--- config.mk ---
export PLATFORM = sky130hd
export DESIGN_NAME = response_header_parser
export DESIGN_NICKNAME = d
export VERILOG_FILES = /design/src/rtl/rhp_pkg.sv /design/src/rtl/rhp_in_reg.sv /design/src/rtl/rhp_slot_table.sv /design/src/rtl/rhp_parser.sv /design/src/rtl/rhp_out_reg.sv /design/src/rtl/response_header_parser.sv
export SDC_FILE = /design/constraint.sdc
export NUM_CORES = 1
export LEC_CHECK = 0
export BUFFER_PORTS_ARGS = -buffer_cell sky130_fd_sc_hd__buf_2
export CAP_MARGIN = 0
export CORE_MARGIN = 4
export CORE_UTILIZATION = 45
export CTS_BUF_LIST = sky130_fd_sc_hd__clkbuf_4 sky130_fd_sc_hd__clkbuf_8 sky130_fd_sc_hd__clkbuf_16
export DETAILED_ROUTE_END_ITERATION = 16
export GPL_TIMING_DRIVEN = 0
export RECOVER_POWER = 50
export SETUP_SLACK_MARGIN = 0.1
export SYNTH_ARGS = -nofsm -noshare
export SYNTH_HDL_FRONTEND = slang
export SYNTH_SLANG_ARGS = --single-unit
--- constraint.sdc ---
create_clock -name clk -period 11.9 [get_ports clk]
set_input_delay 2.38 -clock clk [delete_from_list [all_inputs] [get_ports clk]]
set_output_delay 2.38 -clock clk [all_outputs]
set_load 0.1 [all_outputs]
--- src/rtl/rhp_pkg.sv ---
// Package for the response header parser: beat types, codes and prefix tables.
`timescale 1ns / 1ps
`default_nettype none

package rhp_pkg;

    // Sizes of the pending table and of the length header value.
    localparam int PENDING_SLOTS = 8;
    localparam int SLOT_W        = $clog2(PENDING_SLOTS);
    localparam int LENGTH_BITS   = 32;
    localparam int ACC_W         = (LENGTH_BITS > 32) ? LENGTH_BITS : 32;
    localparam int PROD_W        = ACC_W + 4;

    // Prefix lengths and the bytes that end or poison a line.
    localparam int RESP_PLEN     = 16;
    localparam int LEN_PLEN      = 8;
    localparam int POS_W         = 5;
    localparam logic [7:0] CH_NL  = 8'h0A;
    localparam logic [7:0] CH_NUL = 8'h00;
    localparam logic [7:0] CH_I   = 8'h49;
    localparam logic [7:0] CH_L   = 8'h4C;
    localparam logic [7:0] CH_0   = 8'h30;
    localparam logic [7:0] CH_9   = 8'h39;

    // Request kinds.
    localparam logic REQ_BYTE = 1'b0;
    localparam logic REQ_SLOT = 1'b1;

    // Result status codes.
    typedef enum logic [1:0] {
        ST_MATCHED = 2'd0,
        ST_BAD     = 2'd1,
        ST_IGNORED = 2'd2,
        ST_FATAL   = 2'd3
    } status_t;

    // Message phase.
    typedef enum logic [2:0] {
        PH_HEADER = 3'b001,
        PH_BODY   = 3'b010,
        PH_FATAL  = 3'b100
    } phase_t;

    // Which header prefix the current line may still carry.
    typedef enum logic [3:0] {
        PK_BOTH = 4'b0001,
        PK_RESP = 4'b0010,
        PK_LEN  = 4'b0100,
        PK_NONE = 4'b1000
    } prefix_t;

    // Input beat.
    typedef struct packed {
        logic        req_type;
        logic [7:0]  data_byte;
        logic [2:0]  slot_index;
        logic [31:0] slot_id;
        logic        slot_valid;
    } in_beat_t;

    // Result beat.
    typedef struct packed {
        logic [1:0]  status;
        logic [2:0]  selected_slot;
        logic [31:0] response_id;
        logic [31:0] body_length;
    } out_beat_t;

    // Write to the pending table.
    typedef struct packed {
        logic              en;
        logic [2:0]        idx;
        logic [31:0]       id;
        logic              valid;
    } slot_wr_t;

    // Lowest valid slot whose id equals the current response id.
    typedef struct packed {
        logic              hit;
        logic [SLOT_W-1:0] slot;
    } match_t;

    // Byte of "In response to: " at a position.
    function automatic logic [7:0] resp_char(input logic [3:0] pos);
        logic [7:0] c;
        case (pos)
            4'd0:    c = 8'h49; // I
            4'd1:    c = 8'h6E; // n
            4'd2:    c = 8'h20;
            4'd3:    c = 8'h72; // r
            4'd4:    c = 8'h65; // e
            4'd5:    c = 8'h73; // s
            4'd6:    c = 8'h70; // p
            4'd7:    c = 8'h6F; // o
            4'd8:    c = 8'h6E; // n
            4'd9:    c = 8'h73; // s
            4'd10:   c = 8'h65; // e
            4'd11:   c = 8'h20;
            4'd12:   c = 8'h74; // t
            4'd13:   c = 8'h6F; // o
            4'd14:   c = 8'h3A; // :
            4'd15:   c = 8'h20;
            default: c = 8'h20;
        endcase
        return c;
    endfunction

    // Byte of "Length: " at a position.
    function automatic logic [7:0] len_char(input logic [2:0] pos);
        logic [7:0] c;
        case (pos)
            3'd0:    c = 8'h4C; // L
            3'd1:    c = 8'h65; // e
            3'd2:    c = 8'h6E; // n
            3'd3:    c = 8'h67; // g
            3'd4:    c = 8'h74; // t
            3'd5:    c = 8'h68; // h
            3'd6:    c = 8'h3A; // :
            3'd7:    c = 8'h20;
            default: c = 8'h20;
        endcase
        return c;
    endfunction

endpackage

`default_nettype wire

--- src/rtl/rhp_in_reg.sv ---
// Input register stage of the response header parser.
`timescale 1ns / 1ps
`default_nettype none

module rhp_in_reg (
    input  wire logic             clk,
    input  wire logic             rst_n,
    input  wire logic             req_valid,
    output logic                  req_stall,
    input  wire rhp_pkg::in_beat_t req_beat,
    input  wire logic             fire,
    output logic                  item_valid,
    output rhp_pkg::in_beat_t     item_beat
);

    logic              vld_reg;
    rhp_pkg::in_beat_t beat_reg;

    // The held beat blocks the port until the parser takes it.
    assign req_stall  = vld_reg && !fire;
    assign item_valid = vld_reg;
    assign item_beat  = beat_reg;

    always_ff @(posedge clk or negedge rst_n)
    begin
        if (!rst_n)
        begin
            vld_reg <= 1'b0;
        end
        else if (!req_stall)
        begin
            vld_reg <= req_valid;
        end
    end

    always_ff @(posedge clk)
    begin
        if (!req_stall && req_valid)
        begin
            beat_reg <= req_beat;
        end
    end

endmodule

`default_nettype wire

--- src/rtl/rhp_slot_table.sv ---
// Pending request table with a parallel id compare.
`timescale 1ns / 1ps
`default_nettype none

module rhp_slot_table (
    input  wire logic              clk,
    input  wire logic              rst_n,
    input  wire rhp_pkg::slot_wr_t wr,
    input  wire logic [31:0]       resp_id,
    output rhp_pkg::match_t        match
);

    logic [31:0]                        ids_reg [rhp_pkg::PENDING_SLOTS];
    logic [rhp_pkg::PENDING_SLOTS-1:0]  valid_reg;
    logic                               wr_hit;

    // Writes past the end of the table are dropped.
    assign wr_hit = wr.en && (32'(wr.idx) < 32'(rhp_pkg::PENDING_SLOTS));

    always_ff @(posedge clk or negedge rst_n)
    begin
        if (!rst_n)
        begin
            valid_reg <= '0;
        end
        else if (wr_hit)
        begin
            valid_reg[wr.idx[rhp_pkg::SLOT_W-1:0]] <= wr.valid;
        end
    end

    // The id store has no reset; an id is only read under its valid bit.
    always_ff @(posedge clk)
    begin
        if (wr_hit)
        begin
            ids_reg[wr.idx[rhp_pkg::SLOT_W-1:0]] <= wr.id;
        end
    end

    // Priority pick of the lowest matching slot.
    always_comb
    begin
        match.hit  = 1'b0;
        match.slot = '0;
        for (int i = rhp_pkg::PENDING_SLOTS - 1; i >= 0; i--)
        begin
            if (valid_reg[i] && (ids_reg[i] == resp_id))
            begin
                match.hit  = 1'b1;
                match.slot = rhp_pkg::SLOT_W'(i);
            end
        end
    end

endmodule

`default_nettype wire

--- src/rtl/rhp_parser.sv ---
// Header line parser, body counter and result forming.
`timescale 1ns / 1ps
`default_nettype none

module rhp_parser (
    input  wire logic               clk,
    input  wire logic               rst_n,
    input  wire logic               fire,
    input  wire rhp_pkg::in_beat_t  beat,
    input  wire rhp_pkg::match_t    match,
    output logic [31:0]             resp_id,
    output logic                    res_valid,
    output rhp_pkg::out_beat_t      res_beat
);

    rhp_pkg::phase_t                 phase_reg,  phase_next;
    logic [rhp_pkg::POS_W-1:0]       pos_reg,    pos_next;
    rhp_pkg::prefix_t                kind_reg,   kind_next;
    logic                            ended_reg,  ended_next;
    logic [rhp_pkg::ACC_W-1:0]       acc_reg,    acc_next;
    logic                            canon_reg,  canon_next;
    logic                            bad_reg,    bad_next;
    logic [31:0]                     resp_reg,   resp_next;
    logic [rhp_pkg::LENGTH_BITS-1:0] len_reg,    len_next;
    logic [rhp_pkg::LENGTH_BITS-1:0] rem_reg,    rem_next;

    logic [7:0]                      c;
    logic                            is_digit;
    logic [3:0]                      d;
    logic [rhp_pkg::PROD_W-1:0]      acc_wide;
    logic [rhp_pkg::PROD_W-1:0]      prod;
    logic                            len_ovf;
    logic [63:0]                     len_wide;
    rhp_pkg::out_beat_t              fin_beat;
    rhp_pkg::status_t                fin_status;

    assign resp_id = resp_reg;

    // Decimal step: accumulator times ten plus the digit.
    assign c        = beat.data_byte;
    assign is_digit = (c >= rhp_pkg::CH_0) && (c <= rhp_pkg::CH_9);
    assign d        = 4'(c - rhp_pkg::CH_0);
    assign acc_wide = rhp_pkg::PROD_W'(acc_reg);
    assign prod     = (acc_wide << 3) + (acc_wide << 1) + rhp_pkg::PROD_W'(d);
    assign len_ovf  = (prod >> rhp_pkg::LENGTH_BITS) != '0;
    assign len_wide = 64'(len_reg);

    // Result of a completed message.
    always_comb
    begin
        if (bad_reg)
        begin
            fin_status = rhp_pkg::ST_BAD;
        end
        else if (match.hit)
        begin
            fin_status = rhp_pkg::ST_MATCHED;
        end
        else
        begin
            fin_status = rhp_pkg::ST_IGNORED;
        end
        fin_beat.status        = fin_status;
        fin_beat.selected_slot = (!bad_reg && match.hit) ? 3'(match.slot) : 3'd0;
        fin_beat.response_id   = resp_reg;
        fin_beat.body_length   = len_wide[31:0];
    end

    // Next state for one message byte.
    always_comb
    begin
        phase_next = phase_reg;
        pos_next   = pos_reg;
        kind_next  = kind_reg;
        ended_next = ended_reg;
        acc_next   = acc_reg;
        canon_next = canon_reg;
        bad_next   = bad_reg;
        resp_next  = resp_reg;
        len_next   = len_reg;
        rem_next   = rem_reg;
        res_valid  = 1'b0;
        res_beat   = fin_beat;

        if (fire && (beat.req_type == rhp_pkg::REQ_BYTE))
        begin
            case (phase_reg)
                rhp_pkg::PH_FATAL:
                begin
                    // Sticky: bytes are dropped until reset.
                end
                rhp_pkg::PH_BODY:
                begin
                    if (rem_reg != '0)
                    begin
                        rem_next = rem_reg - 1'b1;
                    end
                    if ((rem_reg == '0) || (rem_reg == rhp_pkg::LENGTH_BITS'(1)))
                    begin
                        res_valid  = 1'b1;
                        bad_next   = 1'b0;
                        len_next   = '0;
                        rem_next   = '0;
                        phase_next = rhp_pkg::PH_HEADER;
                    end
                end
                rhp_pkg::PH_HEADER:
                begin
                    if (c == rhp_pkg::CH_NL)
                    begin
                        // End of line: start the next one afresh.
                        pos_next   = '0;
                        kind_next  = rhp_pkg::PK_BOTH;
                        ended_next = 1'b0;
                        acc_next   = '0;
                        canon_next = 1'b1;
                        if (pos_reg == '0)
                        begin
                            // Empty line opens the body.
                            phase_next = rhp_pkg::PH_BODY;
                            rem_next   = len_reg;
                            if (len_reg == '0)
                            begin
                                res_valid  = 1'b1;
                                bad_next   = 1'b0;
                                phase_next = rhp_pkg::PH_HEADER;
                            end
                        end
                        else if ((kind_reg == rhp_pkg::PK_RESP) &&
                                 (pos_reg >= rhp_pkg::POS_W'(rhp_pkg::RESP_PLEN)))
                        begin
                            resp_next = acc_reg[31:0];
                        end
                        else if ((kind_reg == rhp_pkg::PK_LEN) &&
                                 (pos_reg >= rhp_pkg::POS_W'(rhp_pkg::LEN_PLEN)))
                        begin
                            if (!canon_reg ||
                                (pos_reg == rhp_pkg::POS_W'(rhp_pkg::LEN_PLEN)))
                            begin
                                phase_next            = rhp_pkg::PH_FATAL;
                                res_valid             = 1'b1;
                                res_beat.status       = rhp_pkg::ST_FATAL;
                                res_beat.selected_slot = 3'd0;
                                res_beat.response_id  = resp_reg;
                                res_beat.body_length  = 32'd0;
                            end
                            else
                            begin
                                len_next = acc_reg[rhp_pkg::LENGTH_BITS-1:0];
                            end
                        end
                    end
                    else if (ended_reg)
                    begin
                        // Text already cut short by a NUL.
                    end
                    else if (c == rhp_pkg::CH_NUL)
                    begin
                        bad_next   = 1'b1;
                        ended_next = 1'b1;
                    end
                    else
                    begin
                        // Ordinary header character.
                        case (kind_reg)
                            rhp_pkg::PK_BOTH:
                            begin
                                if (c == rhp_pkg::CH_I)
                                begin
                                    kind_next = rhp_pkg::PK_RESP;
                                end
                                else if (c == rhp_pkg::CH_L)
                                begin
                                    kind_next = rhp_pkg::PK_LEN;
                                end
                                else
                                begin
                                    kind_next = rhp_pkg::PK_NONE;
                                end
                            end
                            rhp_pkg::PK_RESP:
                            begin
                                if (pos_reg < rhp_pkg::POS_W'(rhp_pkg::RESP_PLEN))
                                begin
                                    if (c != rhp_pkg::resp_char(pos_reg[3:0]))
                                    begin
                                        kind_next = rhp_pkg::PK_NONE;
                                    end
                                end
                                else if (is_digit)
                                begin
                                    acc_next = rhp_pkg::ACC_W'(prod[31:0]);
                                end
                                else
                                begin
                                    resp_next = acc_reg[31:0];
                                    kind_next = rhp_pkg::PK_NONE;
                                end
                            end
                            rhp_pkg::PK_LEN:
                            begin
                                if (pos_reg < rhp_pkg::POS_W'(rhp_pkg::LEN_PLEN))
                                begin
                                    if (c != rhp_pkg::len_char(pos_reg[2:0]))
                                    begin
                                        kind_next = rhp_pkg::PK_NONE;
                                    end
                                end
                                else if (canon_reg)
                                begin
                                    if (!is_digit || len_ovf ||
                                        ((pos_reg > rhp_pkg::POS_W'(rhp_pkg::LEN_PLEN)) &&
                                         (acc_reg == '0)))
                                    begin
                                        canon_next = 1'b0;
                                    end
                                    else
                                    begin
                                        acc_next = rhp_pkg::ACC_W'(prod);
                                    end
                                end
                            end
                            default:
                            begin
                                // No prefix: the line is skipped.
                            end
                        endcase
                        if (pos_reg != '1)
                        begin
                            pos_next = pos_reg + 1'b1;
                        end
                    end
                end
                default:
                begin
                    phase_next = rhp_pkg::PH_HEADER;
                end
            endcase
        end
    end

    // Parser state registers.
    always_ff @(posedge clk or negedge rst_n)
    begin
        if (!rst_n)
        begin
            phase_reg <= rhp_pkg::PH_HEADER;
            pos_reg   <= '0;
            kind_reg  <= rhp_pkg::PK_BOTH;
            ended_reg <= 1'b0;
            acc_reg   <= '0;
            canon_reg <= 1'b1;
            bad_reg   <= 1'b0;
            resp_reg  <= '0;
            len_reg   <= '0;
            rem_reg   <= '0;
        end
        else
        begin
            phase_reg <= phase_next;
            pos_reg   <= pos_next;
            kind_reg  <= kind_next;
            ended_reg <= ended_next;
            acc_reg   <= acc_next;
            canon_reg <= canon_next;
            bad_reg   <= bad_next;
            resp_reg  <= resp_next;
            len_reg   <= len_next;
            rem_reg   <= rem_next;
        end
    end

endmodule

`default_nettype wire

--- src/rtl/rhp_out_reg.sv ---
// Result register of the response header parser.
`timescale 1ns / 1ps
`default_nettype none

module rhp_out_reg (
    input  wire logic               clk,
    input  wire logic               rst_n,
    input  wire logic               res_valid,
    input  wire rhp_pkg::out_beat_t res_beat,
    output logic                    ready,
    output logic                    rsp_valid,
    input  wire logic               rsp_stall,
    output rhp_pkg::out_beat_t      rsp_beat
);

    logic               vld_reg;
    rhp_pkg::out_beat_t beat_reg;

    // Room for a new result when empty or being drained this cycle.
    assign ready     = !vld_reg || !rsp_stall;
    assign rsp_valid = vld_reg;
    assign rsp_beat  = beat_reg;

    always_ff @(posedge clk or negedge rst_n)
    begin
        if (!rst_n)
        begin
            vld_reg <= 1'b0;
        end
        else if (res_valid)
        begin
            vld_reg <= 1'b1;
        end
        else if (!rsp_stall)
        begin
            vld_reg <= 1'b0;
        end
    end

    always_ff @(posedge clk)
    begin
        if (res_valid)
        begin
            beat_reg <= res_beat;
        end
    end

endmodule

`default_nettype wire

--- src/rtl/response_header_parser.sv ---
// Top level of the response header parser.
//
//  Channel | Valid     | Stall     | Beat
//  --------+-----------+-----------+----------------------------------------
//  request | req_valid | req_stall | req_beat: message byte or slot write
//  result  | rsp_valid | rsp_stall | rsp_beat: status, slot, id, length
//
// One beat is taken per cycle: a held beat in the input register is parsed
// in a single pass and any result lands in the output register; a result
// passes the input and then the output register before it is offered.  The
// input register only holds back while the output register is full and
// stalled.  Reset clears the parser, both valid bits and the pending valid
// bits; pending ids are not cleared and need no clearing pass.
`timescale 1ns / 1ps
`default_nettype none

module response_header_parser (
    input  wire logic               clk,
    input  wire logic               rst_n,
    input  wire logic               req_valid,
    output logic                    req_stall,
    input  wire rhp_pkg::in_beat_t  req_beat,
    output logic                    rsp_valid,
    input  wire logic               rsp_stall,
    output rhp_pkg::out_beat_t      rsp_beat
);

    logic               item_valid;
    rhp_pkg::in_beat_t  item_beat;
    logic               out_ready;
    logic               fire;
    rhp_pkg::slot_wr_t  slot_wr;
    rhp_pkg::match_t    match;
    logic [31:0]        resp_id;
    logic               res_valid;
    rhp_pkg::out_beat_t res_beat;

    // A held beat is consumed whenever the result side has room.
    assign fire = item_valid && out_ready;

    // Slot writes go straight to the pending table.
    assign slot_wr.en    = fire && (item_beat.req_type == rhp_pkg::REQ_SLOT);
    assign slot_wr.idx   = item_beat.slot_index;
    assign slot_wr.id    = item_beat.slot_id;
    assign slot_wr.valid = item_beat.slot_valid;

    rhp_in_reg u_in_reg (
        .clk        (clk),
        .rst_n      (rst_n),
        .req_valid  (req_valid),
        .req_stall  (req_stall),
        .req_beat   (req_beat),
        .fire       (fire),
        .item_valid (item_valid),
        .item_beat  (item_beat)
    );

    rhp_slot_table u_slot_table (
        .clk     (clk),
        .rst_n   (rst_n),
        .wr      (slot_wr),
        .resp_id (resp_id),
        .match   (match)
    );

    rhp_parser u_parser (
        .clk       (clk),
        .rst_n     (rst_n),
        .fire      (fire),
        .beat      (item_beat),
        .match     (match),
        .resp_id   (resp_id),
        .res_valid (res_valid),
        .res_beat  (res_beat)
    );

    rhp_out_reg u_out_reg (
        .clk       (clk),
        .rst_n     (rst_n),
        .res_valid (res_valid),
        .res_beat  (res_beat),
        .ready     (out_ready),
        .rsp_valid (rsp_valid),
        .rsp_stall (rsp_stall),
        .rsp_beat  (rsp_beat)
    );

endmodule

`default_nettype wire

==> out/qor.csv <==
stage;metric;value;unit
sta;Final setup viols;0;
placement;DP Wirelength;48.9;mm
placement;IO Port Bufs;119;
synthesis;Simple-Gate Fraction of Synth Area;10.6;%
worst_setup_path;CP Class;input port to asynchronous set/reset pin;
synthesis;Gate Count Post-Synth;1920;
die;Initial Util;45.5;%
die;Die W;241;µm
placement;gpl congestion;0.871;
synthesis;top_reg_cell synth;edfxtp_1;
sta;Slew HR;-178;%
route;wire length per cell;23.9;µm
route;drt drc;0;
clock_network;clock buffer count from CTS;55;
layout;number of flip-flops in the largest register;256;
global_routing;GRT Total Usage;23.4;%
clock_network;CTS tree;done;
synthesis;syn_nets;2043;
clock_network;clk sinks;523;
worst_setup_path;element type at the critical path end;asynchronous set/reset pin;
synthesis;asr flop ratio synth;29.3;%
synthesis;xor/xnor share of the synthesized area;10.5;%
route;1st-pass router iterations;5;
worst_setup_path;critical path, cell by cell;clkbuf_1;
die;die area;0.0583;mm²
route;Iter 0 DRT Violations;1434;
global_routing;vias in the first global route;16061;
sta;Hold Vio Cnt, Final;0;
synthesis;mux share of post-synthesis cell area;2.23;%
clock_network;clock root buffer;clkbuf_16;
hold_path;Hold Crit Class;flip-flop to flip-flop;
route;vias per cell;5.66;
synthesis;Cell variety after synth;85;
worst_setup_path;WP data required;11.64;ns
worst_setup_path;CP Launch Type;input port;
sta;Final WS setup;6.34;ns
worst_setup_path;worst-path fanout max;73;
sta;WHS;0.439;ns
job;max cap viols;3;
sta;fmax;180;MHz
sta;Setup TNS Final;0;ns
power;Cell Pwr Density;151;mW/mm²
die;Placeable Area;0.0539;mm²
layout;FF/Latch Area;0.0149;mm²
synthesis;Yosys reg bits;523;
worst_setup_path;CP max-delay cell;clkbuf_1;
power;LEAKAGE;10.7;nW
sta;unrepaired setup endpoints after global routing;no;
power;VDD IR-drop max;0.138;mV
route;WL final;68.1;mm
layout;nets;2235;
route;DR vias;16146;
sta;Tmin final;5.56;ns
clock_network;post-cts sizing count;0;
clock_network;Setup Buffers After CTS;0;
layout;Area Growth Syn to Fin;15.1;%
die;io pins;120;
synthesis;yosys warns;0;
synthesis;Post-Synth Adder-Cell Area;3.84;%
route;antenna-violating nets left;0;
global_routing;initial antenna violation count;2;
status;failing checks;max-capacitance violations, max-slew violations;
global_routing;grt ovf;0;
clock_network;Hold Buf Count CTS;0;
layout;# diodes;0;
worst_setup_path;CP peak stage delay;2.87;ns
clock_network;clock latency on the worst-skew pair;0.64;ns
worst_setup_path;crit path DAT;5.30;ns
synthesis;Seq/Total Area, Yosys;60.9;%
synthesis;Post-Syn Area;0.0245;mm²
worst_setup_path;family with the most delay on the worst path;buffers and inverters;
sta;Worst Max-Slew Pin Slew;4.17;ns
layout;FILL cells;4593;
clock_network;clk buf depth;3;
layout;Multi-input gate area;0.00898;mm²
global_routing;first-pass GRT wire length;102;mm
sta;Slew Viols, Final;139;
synthesis;largest family of logic cells by synthesized area;simple AND/OR/NAND/NOR gates;
sta;final period utilization;46.7;%
global_routing;largest net degree at the start of global routing;82;
clock_network;htree depth;2;
layout;layout cells sized above 1;15.8;%
synthesis;EDFF count, synth;370;
synthesis;Synth Area in Compound Gates;9.33;%
sta;Layout Skew;0.0484;ns
synthesis;Avg Cell Area, Syn;12.8;µm²
worst_setup_path;Worst Path Buf+Inv;1;
die;Site Rows;85;
clock_network;Worst-path clk slew;0.06;ns
placement;worst slack, placed;6.46;ns
status;outcome;complete, but fails checks;
die;Die Y;241;µm
-- cells by family (layout without fill, tap and decap cells) --
| kind of cell | after synthesis | in the layout |
|---|---|---|
| DFF | 523 | 523 |
| and+or+nand+nor | 502 | 502 |
| AOI/OAI and AO/OA | 351 | 351 |
| xor gates and xnor gates | 294 | 294 |
| buffers and inverters | 128 | 366 |
| adders and majority gates | 74 | 74 |
| muxes | 48 | 48 |
-- stage by stage --
| step | power (mW) | std cells | util, % | area (µm²) |
|---|---|---|---|---|
| 2_1_floorplan | 2.32 | 1920 | - | 24500 |
| 3_3_place_gp | 2.48 | 2735 | 48.2 | 26000 |
| 3_5_place_dp | 2.49 | 2751 | 48.9 | 26400 |
| 4_1_cts | 4.30 | 2854 | 52.5 | 28300 |
| 5_1_grt | 4.43 | 2854 | 52.3 | 28200 |
| 6_report | 4.27 | 2854 | 52.3 | 28200 |
-- cell usage after synthesis, types with 4 or more instances --
cell type,n,area share [%]
edfxtp_1,370,45
xnor2_1,223,8.0
dfrtp_1,150,15
o21ai_0,126,2.6
nand2_1,121,1.9
nor2_1,89,1.4
a21oi_1,75,1.5
ha_1,72,3.7
xor2_1,71,2.5
clkbuf_1,67,1.0
nand4_1,65,1.7
nor4_1,55,1.4
mux2_2,44,2.0
and2_1,38,0.97
nor3_1,38,0.78
inv_1,34,0.52
a22o_1,32,1.1
nand3_1,31,0.63
nand2b_1,15,0.38
a22oi_1,14,0.43
buf_6,10,0.46
o211ai_1,9,0.28
a21o_1,8,0.24
o21bai_1,8,0.24
a32oi_1,7,0.25
or4_1,7,0.21
a211oi_1,6,0.18
a31oi_1,6,0.15
and3_1,6,0.15
clkbuf_8,6,0.34
o21a_1,6,0.18
buf_2,5,0.10
nor2b_1,5,0.13
nor3b_1,5,0.15
o31ai_1,5,0.15
and3_2,4,0.12
nand3b_1,4,0.12
o21ai_2,4,0.14
or3_1,4,0.10
-- report_power, final --
group	switching, mW	internal (mW)	total [mW]
Clock	0.734	1.09	1.82
Combinational	0.270	0.119	0.388
Sequential	0.0577	2.00	2.06
Total	1.06	3.21	4.27
-- layout by cell type, fill, tap and decap left out, drive strengths merged, types with 12 or more instances in the layout --
cell type    n
nand2      121
clkinv      14
clkbuf     161
nand4       65
inv         36
buf        148
o21ai      133
nor2        90
dfrtp      150
a22oi       14
xnor2      223
xor2        71
edfxtp     370
nand2b      15
mux2        44
ha          72
o211ai      12
a22o        34
nand3       31
and2        39
nor4        56
a21oi       75
nor3        39
-- final cells by class --
cell class                      count  share of cell area [%]
Inverter                           34                   0.452
Clock buffer                       80                    5.76
Multi-Input combinational cell   1269                    31.8
Sequential cell                   523                    52.9
Timing Repair Buffer              135                    2.98
Tap cell                          696                    3.09
Buffer                             94                    1.80
Clock inverter                     23                    1.18
-- path summary, 6_finish.rpt --
check,start,slack [ns],end,cells after the start
max reg2reg,u_parser.acc_reg[2],7.22,u_parser.acc_reg[18],14
max in group clk,rsp_stall,6.44,req_stall,4
min reg2reg,u_parser.resp_id[6],0.44,u_out_reg.rsp_beat[38],0
max,rst_n,6.34,u_parser.resp_id[18],1
min in group asynchronous,rst_n,3.20,u_parser.rem_reg[6],1
min,u_parser.resp_id[6],0.44,u_out_reg.rsp_beat[38],0
-- per-layer routing --
metal | vias up | GRT usage, % | part of all wire, % | wire length [µm]
met5 | - | 0 | 0 | 0
li1 | 7481 | - | - | -
met2 | 445 | 40.6 | 50 | 34000
met3 | 92 | 2.60 | 4.6 | 3150
met4 | 0 | 6.05 | 2.3 | 1580
met1 | 8128 | 31.8 | 43 | 29400
No activity file was read; power rests on OpenSTA's default activity.
